===== config.mk =====
export PLATFORM = sky130hd
export DESIGN_NAME = moving_average_filter
export DESIGN_NICKNAME = d
export VERILOG_FILES = /design/src/design/mad_pkg.sv /design/src/design/mad_window.sv /design/src/design/mad_divider.sv /design/src/design/moving_average_filter.sv
export SDC_FILE = /design/constraint.sdc
export NUM_CORES = 1
export LEC_CHECK = 0
export ABC_AREA = 1
export ABC_CLOCK_PERIOD_IN_PS = 7100
export BUFFER_PORTS_ARGS = -buffer_cell sky130_fd_sc_hd__buf_2
export CORE_MARGIN = 4
export CORE_UTILIZATION = 45
export CTS_CLUSTER_DIAMETER = 100
export DETAILED_ROUTE_END_ITERATION = 10
export GPL_ROUTABILITY_DRIVEN = 0
export GPL_TIMING_DRIVEN = 0
export SETUP_SLACK_MARGIN = 0.5
export SLEW_MARGIN = 15
export SYNTH_ARGS = -nofsm -noshare
export SYNTH_HDL_FRONTEND = slang
export SYNTH_SLANG_ARGS = --single-unit

===== constraint.sdc =====
create_clock -name clk_i -period 7.1 [get_ports clk_i]
set_clock_uncertainty 0.1 [all_clocks]
set_input_delay 0.355 -clock clk_i [delete_from_list [all_inputs] [get_ports clk_i]]
set_output_delay 0.355 -clock clk_i [all_outputs]
set_load 0.01 [all_outputs]

===== src/design/mad_pkg.sv =====
package mad_pkg;

  // width of the window length write data
  localparam int unsigned CFG_W = 6;

  // window length after reset
  localparam int unsigned RESET_WINDOW = 8;

  // control from the sequencer to the window store
  typedef struct packed {
    logic clear;   // drop all samples and zero the sum
    logic rd_en;   // fetch the oldest sample at the write position
    logic upd;     // replace it with the new sample and update the sum
  } win_cmd_t;

endpackage


===== src/design/mad_window.sv =====
module mad_window #(
  parameter int unsigned MAX_WINDOW  = 32,
  parameter int unsigned SAMPLE_BITS = 16,
  parameter int unsigned LEN_W       = 6,
  parameter int unsigned SUM_W       = 21
) (
  input  logic                          clk_i,
  input  logic                          rst_ni,
  input  mad_pkg::win_cmd_t             cmd_i,
  input  logic        [LEN_W-1:0]       len_i,
  input  logic signed [SAMPLE_BITS-1:0] sample_i,
  output logic signed [SUM_W-1:0]       sum_next_o
);

  localparam int unsigned PTR_W = $clog2(MAX_WINDOW);

  logic signed [SAMPLE_BITS-1:0] mem [MAX_WINDOW];
  logic signed [SAMPLE_BITS-1:0] rdata_q;
  logic                          rvld_q;
  logic        [MAX_WINDOW-1:0]  vld_q, vld_d;
  logic        [PTR_W-1:0]       pos_q, pos_d;
  logic signed [SUM_W-1:0]       sum_q, sum_d;
  logic signed [SAMPLE_BITS-1:0] oldest;
  logic        [LEN_W-1:0]       pos_inc;

  // sample memory, registered read
  always_ff @(posedge clk_i) begin
    if (cmd_i.upd) begin
      mem[pos_q] <= sample_i;
    end
    if (cmd_i.rd_en) begin
      rdata_q <= mem[pos_q];
    end
  end

  // slots never written since the last clear read as zero
  assign oldest = rvld_q ? rdata_q : '0;

  // running sum with the oldest sample swapped for the new one
  assign sum_next_o = sum_q - SUM_W'(oldest) + SUM_W'(sample_i);

  // ring position wraps at the window length
  assign pos_inc = LEN_W'(pos_q) + LEN_W'(1);

  always_comb begin
    vld_d = vld_q;
    pos_d = pos_q;
    sum_d = sum_q;
    priority if (cmd_i.clear) begin
      vld_d = '0;
      pos_d = '0;
      sum_d = '0;
    end else if (cmd_i.upd) begin
      vld_d[pos_q] = 1'b1;
      pos_d = (pos_inc >= len_i) ? '0 : PTR_W'(pos_inc);
      sum_d = sum_next_o;
    end else begin
      vld_d = vld_q;
    end
  end

  // control state
  always_ff @(posedge clk_i or negedge rst_ni) begin
    if (!rst_ni) begin
      vld_q  <= '0;
      pos_q  <= '0;
      sum_q  <= '0;
      rvld_q <= 1'b0;
    end else begin
      vld_q <= vld_d;
      pos_q <= pos_d;
      sum_q <= sum_d;
      if (cmd_i.rd_en) begin
        rvld_q <= vld_q[pos_q];
      end
    end
  end

  // clear empties the ring
  a_clear: assert property (@(posedge clk_i) disable iff (!rst_ni)
    cmd_i.clear |=> (sum_q == '0) && (pos_q == '0) && (vld_q == '0))
    else $error("window clear did not take effect");

  // write position stays inside the window
  a_pos_range: assert property (@(posedge clk_i) disable iff (!rst_ni)
    (!$past(cmd_i.clear) && !cmd_i.clear) |-> (LEN_W'(pos_q) < len_i))
    else $error("write position beyond window length");

  // an update always follows a fetch of the same slot
  a_rd_before_upd: assert property (@(posedge clk_i) disable iff (!rst_ni)
    cmd_i.upd |-> $past(cmd_i.rd_en))
    else $error("update without fetch");

endmodule


===== src/design/mad_divider.sv =====
module mad_divider #(
  parameter int unsigned SAMPLE_BITS = 16,
  parameter int unsigned LEN_W       = 6,
  parameter int unsigned SUM_W       = 21
) (
  input  logic                          clk_i,
  input  logic                          rst_ni,
  input  logic                          start_i,
  input  logic signed [SUM_W-1:0]       dividend_i,
  input  logic        [LEN_W-1:0]       divisor_i,
  output logic                          done_o,
  output logic signed [SAMPLE_BITS-1:0] quotient_o
);

  localparam int unsigned CNT_W = $clog2(SUM_W);

  logic              busy_q, busy_d;
  logic              done_q, done_d;
  logic              neg_q, neg_d;
  logic [CNT_W-1:0]  cnt_q, cnt_d;
  logic [LEN_W-1:0]  rem_q, rem_d;
  logic [LEN_W-1:0]  div_q, div_d;
  logic [SUM_W-1:0]  quo_q, quo_d;
  logic [LEN_W:0]    trial;
  logic [LEN_W:0]    diff;
  logic              ge;
  logic [SUM_W-1:0]  quo_signed;

  // one restoring step: shift in the next dividend bit, try to subtract
  assign trial = {rem_q, quo_q[SUM_W-1]};
  assign diff  = trial - {1'b0, div_q};
  assign ge    = (trial >= {1'b0, div_q});

  always_comb begin
    busy_d = busy_q;
    done_d = 1'b0;
    neg_d  = neg_q;
    cnt_d  = cnt_q;
    rem_d  = rem_q;
    div_d  = div_q;
    quo_d  = quo_q;
    priority if (start_i) begin
      // divide the magnitude so the quotient truncates toward zero
      busy_d = 1'b1;
      neg_d  = dividend_i[SUM_W-1];
      cnt_d  = CNT_W'(SUM_W - 1);
      rem_d  = '0;
      div_d  = divisor_i;
      quo_d  = dividend_i[SUM_W-1] ? SUM_W'(-dividend_i) : SUM_W'(dividend_i);
    end else if (busy_q) begin
      rem_d = ge ? LEN_W'(diff) : LEN_W'(trial);
      quo_d = {quo_q[SUM_W-2:0], ge};
      cnt_d = cnt_q - CNT_W'(1);
      if (cnt_q == '0) begin
        busy_d = 1'b0;
        done_d = 1'b1;
      end
    end else begin
      busy_d = 1'b0;
    end
  end

  always_ff @(posedge clk_i or negedge rst_ni) begin
    if (!rst_ni) begin
      busy_q <= 1'b0;
      done_q <= 1'b0;
      cnt_q  <= '0;
    end else begin
      busy_q <= busy_d;
      done_q <= done_d;
      cnt_q  <= cnt_d;
    end
  end

  // datapath registers
  always_ff @(posedge clk_i) begin
    neg_q <= neg_d;
    rem_q <= rem_d;
    div_q <= div_d;
    quo_q <= quo_d;
  end

  // restore the sign of the quotient
  assign quo_signed = neg_q ? (~quo_q + SUM_W'(1)) : quo_q;
  assign quotient_o = quo_signed[SAMPLE_BITS-1:0];
  assign done_o     = done_q;

  // a new divide never starts over a running one
  a_no_restart: assert property (@(posedge clk_i) disable iff (!rst_ni)
    start_i |-> !busy_q)
    else $error("divider started while busy");

  // done is raised in the cycle after the last step
  a_done_after_busy: assert property (@(posedge clk_i) disable iff (!rst_ni)
    done_q |-> (!busy_q && $past(busy_q) && ($past(cnt_q) == '0)))
    else $error("divider done without finishing");

  // divisor never zero while dividing
  a_div_nonzero: assert property (@(posedge clk_i) disable iff (!rst_ni)
    busy_q |-> (div_q != '0))
    else $error("divide by zero");

endmodule


===== src/design/moving_average_filter.sv =====
// Simple moving average over the most recent window_length samples.
//
// Input request: sample_i (signed) on sample_valid_i / sample_ready_o.
// Result request: average_o (signed) on average_valid_o / average_ready_i.
// Each sample gives exactly one average: the sum of the last window_length
// samples divided by window_length, truncated toward zero. Samples missing
// since reset or since the last length write count as zero.
// From sample accept to average valid: one memory read, one sum update,
// SUM_W = SAMPLE_BITS + log2(MAX_WINDOW) steps of the serial restoring
// divider, its registered done flag, and the output load. The divider is
// the slowest part and limits how often a new sample is taken.
// sample_ready_o is low from accept until the result is moved to the output
// register. If the receiver stalls, the finished average waits in the output
// register and the next sample is still taken; its own result waits in the
// divider until the output register frees up.
// cfg_we_i / cfg_wdata_i write the window length (0 acts as 1, values above
// MAX_WINDOW clip to it) and clear the window; write only while idle.
// Reset: window length 8, window empty, sum zero, no result pending.
module moving_average_filter #(
  parameter int unsigned MAX_WINDOW  = 32,
  parameter int unsigned SAMPLE_BITS = 16
) (
  input  logic                          clk_i,
  input  logic                          rst_ni,
  input  logic                          sample_valid_i,
  output logic                          sample_ready_o,
  input  logic signed [SAMPLE_BITS-1:0] sample_i,
  output logic                          average_valid_o,
  input  logic                          average_ready_i,
  output logic signed [SAMPLE_BITS-1:0] average_o,
  input  logic                          cfg_we_i,
  input  logic [mad_pkg::CFG_W-1:0]     cfg_wdata_i
);

  localparam int unsigned LEN_W     = $clog2(MAX_WINDOW + 1);
  localparam int unsigned SUM_W     = SAMPLE_BITS + $clog2(MAX_WINDOW);
  localparam int unsigned RESET_LEN = (mad_pkg::RESET_WINDOW > MAX_WINDOW) ?
                                      MAX_WINDOW : mad_pkg::RESET_WINDOW;

  typedef enum logic [4:0] {
    ST_IDLE   = 5'b00001,
    ST_READ   = 5'b00010,
    ST_UPDATE = 5'b00100,
    ST_DIVIDE = 5'b01000,
    ST_FINISH = 5'b10000
  } state_e;

  state_e                        state_q, state_d;
  logic        [LEN_W-1:0]       len_q, len_d;
  logic signed [SAMPLE_BITS-1:0] sample_q;
  logic signed [SAMPLE_BITS-1:0] average_q;
  logic                          out_valid_q, out_valid_d;
  logic                          out_load;
  logic                          accept;
  mad_pkg::win_cmd_t             win_cmd;
  logic signed [SUM_W-1:0]       sum_next;
  logic                          div_done;
  logic signed [SAMPLE_BITS-1:0] div_quot;

  assign accept = sample_valid_i && sample_ready_o;

  // window length write with clipping
  always_comb begin
    len_d = len_q;
    if (cfg_we_i) begin
      priority if (cfg_wdata_i == '0) begin
        len_d = LEN_W'(1);
      end else if (int'(cfg_wdata_i) > MAX_WINDOW) begin
        len_d = LEN_W'(MAX_WINDOW);
      end else begin
        len_d = LEN_W'(cfg_wdata_i);
      end
    end
  end

  // sequencer
  always_comb begin
    state_d  = state_q;
    out_load = 1'b0;
    unique case (state_q)
      ST_IDLE: begin
        if (accept) begin
          state_d = ST_READ;
        end
      end
      ST_READ: begin
        state_d = ST_UPDATE;
      end
      ST_UPDATE: begin
        state_d = ST_DIVIDE;
      end
      ST_DIVIDE: begin
        if (div_done) begin
          state_d = ST_FINISH;
        end
      end
      ST_FINISH: begin
        if (!out_valid_q || average_ready_i) begin
          out_load = 1'b1;
          state_d  = ST_IDLE;
        end
      end
      default: begin
        state_d = ST_IDLE;
      end
    endcase
  end

  assign sample_ready_o = (state_q == ST_IDLE);

  assign win_cmd.clear = cfg_we_i;
  assign win_cmd.rd_en = (state_q == ST_READ);
  assign win_cmd.upd   = (state_q == ST_UPDATE);

  // output register
  always_comb begin
    out_valid_d = out_valid_q;
    priority if (out_load) begin
      out_valid_d = 1'b1;
    end else if (average_ready_i) begin
      out_valid_d = 1'b0;
    end else begin
      out_valid_d = out_valid_q;
    end
  end

  always_ff @(posedge clk_i or negedge rst_ni) begin
    if (!rst_ni) begin
      state_q     <= ST_IDLE;
      len_q       <= LEN_W'(RESET_LEN);
      out_valid_q <= 1'b0;
    end else begin
      state_q     <= state_d;
      len_q       <= len_d;
      out_valid_q <= out_valid_d;
    end
  end

  // payload registers
  always_ff @(posedge clk_i) begin
    if (accept) begin
      sample_q <= sample_i;
    end
    if (out_load) begin
      average_q <= div_quot;
    end
  end

  mad_window #(
    .MAX_WINDOW  (MAX_WINDOW),
    .SAMPLE_BITS (SAMPLE_BITS),
    .LEN_W       (LEN_W),
    .SUM_W       (SUM_W)
  ) u_window (
    .clk_i      (clk_i),
    .rst_ni     (rst_ni),
    .cmd_i      (win_cmd),
    .len_i      (len_q),
    .sample_i   (sample_q),
    .sum_next_o (sum_next)
  );

  mad_divider #(
    .SAMPLE_BITS (SAMPLE_BITS),
    .LEN_W       (LEN_W),
    .SUM_W       (SUM_W)
  ) u_divider (
    .clk_i      (clk_i),
    .rst_ni     (rst_ni),
    .start_i    (win_cmd.upd),
    .dividend_i (sum_next),
    .divisor_i  (len_q),
    .done_o     (div_done),
    .quotient_o (div_quot)
  );

  assign average_valid_o = out_valid_q;
  assign average_o       = average_q;

  // one sample at a time
  a_single_item: assert property (@(posedge clk_i) disable iff (!rst_ni)
    accept |=> !sample_ready_o)
    else $error("second sample accepted while busy");

  // a finished result waits while the output register is held
  a_hold_finish: assert property (@(posedge clk_i) disable iff (!rst_ni)
    ((state_q == ST_FINISH) && out_valid_q && !average_ready_i) |=>
      (state_q == ST_FINISH))
    else $error("result dropped over a stalled output");

  // divider completion only while waiting for it
  a_done_in_divide: assert property (@(posedge clk_i) disable iff (!rst_ni)
    div_done |-> (state_q == ST_DIVIDE))
    else $error("divider finished outside divide phase");

  // window length stays in range
  a_len_range: assert property (@(posedge clk_i) disable iff (!rst_ni)
    (len_q != '0) && (int'(len_q) <= MAX_WINDOW))
    else $error("window length out of range");

endmodule

==> summary.txt <==
Synth
  – Yosys Warn Count: 0
  – Async set-reset flop share out of synthesis: 11.6%
  – Post-synth EDFFs: 588
  – Synth Net Count: 2572
  – Synth Instances: 2482
  – Main synth FF type: edfxtp_1
  – Synth Register Bits: 672
  – Post-synthesis cell type count: 48
  – Sequential area share after synthesis: 68.1%
  – Synth Cell Area: between 0.02 and 0.03 mm2
  – Post-Synthesis Mean Instance Area: 11.7 um2

Drt
  – Post-DRT Antenna Nets: 0
  – DRC: 0
  – Routed length per instance: approximately 23 um
  – DRT Wirelength: 83900 um
  – Drt first pass iters: 8
  – Iteration-0 DRC Markers: 2387
  – Vias: 20300
  – Via/cell ratio: approximately 5.7

Global route
  – Largest net degree at the start of global routing: 58
  – Vias in the first global route: 20200
  – Global-route wire length before repair: roughly 120000 um
  – Final global-route overflow total: 0
  – Initial antenna violation count: 0
  – Total track usage: 24.4%

Floorplan
  – Core area: 0.0634 mm2
  – DIE AREA: between 0.06 and 0.07 mm2
  – Chip height: 262 um
  – DIE WIDTH: 262 um
  – IO Count: 45
  – Initial Util: a little under half
  – Row count: between 90 and 100

STA
  – Slew margin rel.: 27.8%
  – Final setup violation count: 0
  – Final setup margin: 3.01 ns
  – Final worst path period share: 57.6%
  – Worst slew pin tran: 1.08 ns
  – Slew Viols, Final: 0
  – Final setup TNS: 0 ns
  – Fmax: 0.244 GHz
  – Fin crit period: 4.09 ns
  – Hold Fails Final Rpt: 0
  – RSZ-0062 raised after global routing: false

Power
  – Pleak: between 10 and 15 nW
  – Final Power: approximately 14 mW
  – Pwr per Cell Area: 406 mW/mm2
  – Peak supply drop: 0.279 mV

Setup path
  – CP Class: reg2reg
  – Crit. End Element: flip-flop
  – CP Max Fanout: 11
  – CP required: 7.32 ns
  – Worst EP arrival: about 4.3 ns
  – CP Launch Type: flip-flop

Placement
  – Hpwl dp: 57800 um
  – IO buf count: 44
  – Pre-CTS setup slack: 2.65 ns

Clock tree
  – CTS tree: built
  – Max clock buf depth: 3
  – Number of gates resized after CTS: 0
  – Cts bufs inserted: 71
  – # clock sinks: between 600 and 700
  – Worst-path clk slew: 0.06 ns
  – H-Tree Depth: 3
  – Worst-skew pair later-pin latency: 0.62 ns
  – Root Buffer: clkbuf_16

Finish
  – Flip-flop and latch area: roughly 0.020 mm2
  – Fill cells: 5425
  – ANT cells: 0
  – Multi-input logic area: between 0.008 and 0.009 mm2
  – Share of post-route cells with drive strength above 1: 11.2%
  – Nets: 2769
  – Area growth, synth to finish: 16.5%

Worst hold path
  – HP Class: in2reg

Outcome
  – Status: finished, final reports clean

Flow run
  – Number of max-cap violations: 0
## logic make-up (layout without fill, tap and decap cells)
group                    after synthesis  count (layout)  share of synthesized area [%]
AND/OR/NAND/NOR                      784             784                           11.1
AO/OA/AOI/OAI                        592             592                           12.0
buffers and inverters                338             593                           4.52
flip-flops                           672             672                           68.1
adder cells (fa/ha/maj)               63              63                           3.26
XOR/XNOR                              33              33                          0.997
## critical path, cell delays in order, from the launching register on
cell and delay [ns]:
dfrtp_1 0.57, inv_2 0.19, buf_2 0.23, buf_2 0.28, clkbuf_1 0.76, ha_1 0.27
nand2_1 0.39, nor2_2 0.74, buf_6 0.25
## cells in the mapped netlist (9+ instances only)
cell type  count  area share, %
clkbuf_1      91            1.2
dfrtp_1       76            6.6
o21ai_0      305            5.3
a21oi_1       32           0.55
ha_1          42            1.8
nand3b_1      10           0.26
o22ai_1      166            3.6
xor2_1        26           0.79
nand2_2       12           0.26
inv_1        214            2.8
buf_2         23           0.40
a22o_1        32           0.97
nand2_1      238            3.1
nor2_1       428            5.5
nand4_1        9           0.19
a221oi_1      33            1.0
edfxtp_1     588             61
nor3_1        10           0.17
nand3_1       50           0.86
fa_1          21            1.5
## layout by cell type (no fill, tap or decap), types with 12 or more instances in the layout
cell type      instances
a21oi_1               32
a221oi_1              33
a22o_1                32
buf_2                 67
buf_8                 36
clkbuf_1             103
clkbuf_16             74
clkinv_1              17
clkinv_2              12
dfrtp_1               76
dlygate4sd3_1         27
edfxtp_1             588
fa_1                  21
ha_1                  42
inv_1                214
nand2_1              238
nand2_2               12
nand3_1               50
nor2_1               393
nor2_2                40
o21ai_0              305
o22ai_1              166
xor2_1                26
## metal layers
metal | track usage, % | vias up | wire length (um)
met4 | 9.64 | 0 | 3480
met1 | 31.6 | 9872 | 33000
met3 | 5.92 | 199 | 7930
met5 | 0 | - | 0
met2 | 40.0 | 1005 | 39500
li1 | - | 9250 | -
## worst paths after layout
kind                                          startpoint                              to  slack, ns  cells after the start
setup / recovery           u_window.pos_q[0]$_DFFE_PN0P_    u_window.mem[8][4]$_DFFE_PP_       3.01                      8
hold / removal                                  cfg_we_i  u_window.sum_q[20]$_DFFE_PN0P_       0.06                      4
setup reg to reg           u_window.pos_q[0]$_DFFE_PN0P_    u_window.mem[8][4]$_DFFE_PP_       3.01                      8
hold reg to reg                     len_q[1]$_DFFE_PN0P_    u_divider.div_q[1]$_DFFE_PP_       0.34                      0
max in group asynchronous                         rst_ni  u_window.vld_q[27]$_DFFE_PN0P_       6.19                      3
min in group asynchronous                         rst_ni  u_divider.cnt_q[0]$_DFFE_PN0P_       0.10                      2
## sequential cells by signal, indices dropped and copies added (netlist names)
| signal | count |
|---|---|
| average_o | 16 |
| average_valid_o | 1 |
| len_q | 6 |
| sample_q | 16 |
| state_q | 5 |
| u_divider.busy_q | 1 |
| u_divider.cnt_q | 5 |
| u_divider.div_q | 6 |
| u_divider.done_o | 1 |
| u_divider.neg_q | 1 |
| u_divider.quo_q | 21 |
| u_divider.rem_q | 6 |
| u_window.mem | 512 |
| u_window.pos_q | 5 |
| u_window.rdata_q | 16 |
| u_window.rvld_q | 1 |
| u_window.sum_q | 21 |
| u_window.vld_q | 32 |
## what timing repair did
action | in CTS | in global routing
hold buffers | 27 | 0
setup endpoints to repair | 0 | 0
endpoints found under the hold margin | 102 | 0
buffers inserted | 0 | 0
## where the power goes
part | internal (mW) | total [mW] | switching (mW)
Clock | 2.07 | 3.64 | 1.57
Combinational | 1.54 | 4.80 | 3.25
Sequential | 4.97 | 5.28 | 0.309
## per-stage QoR
step	cell area, um2	hold WS [ns]	cells	util [%]
after floorplan	29000	-0.0406	2482	-
after global placement	30300	0.332	3372	47.7
after detailed placement	31100	0.171	3420	49.0
after CTS	33700	0.0222	3578	53.1
after global routing	33800	0.0888	3583	53.3
final	33800	0.0620	3583	53.3
## area by class of cell
cell class	instances	area share, %
Multi-Input combinational cell	1472	23.8
Inverter	219	2.44
Clock inverter	44	1.17
Timing Repair Buffer	124	3.97
Clock buffer	87	5.62
Sequential cell	672	58.4
Buffer	119	1.44
Tap cell	846	3.13
Note: power is estimated with default switching activity, not from simulation.
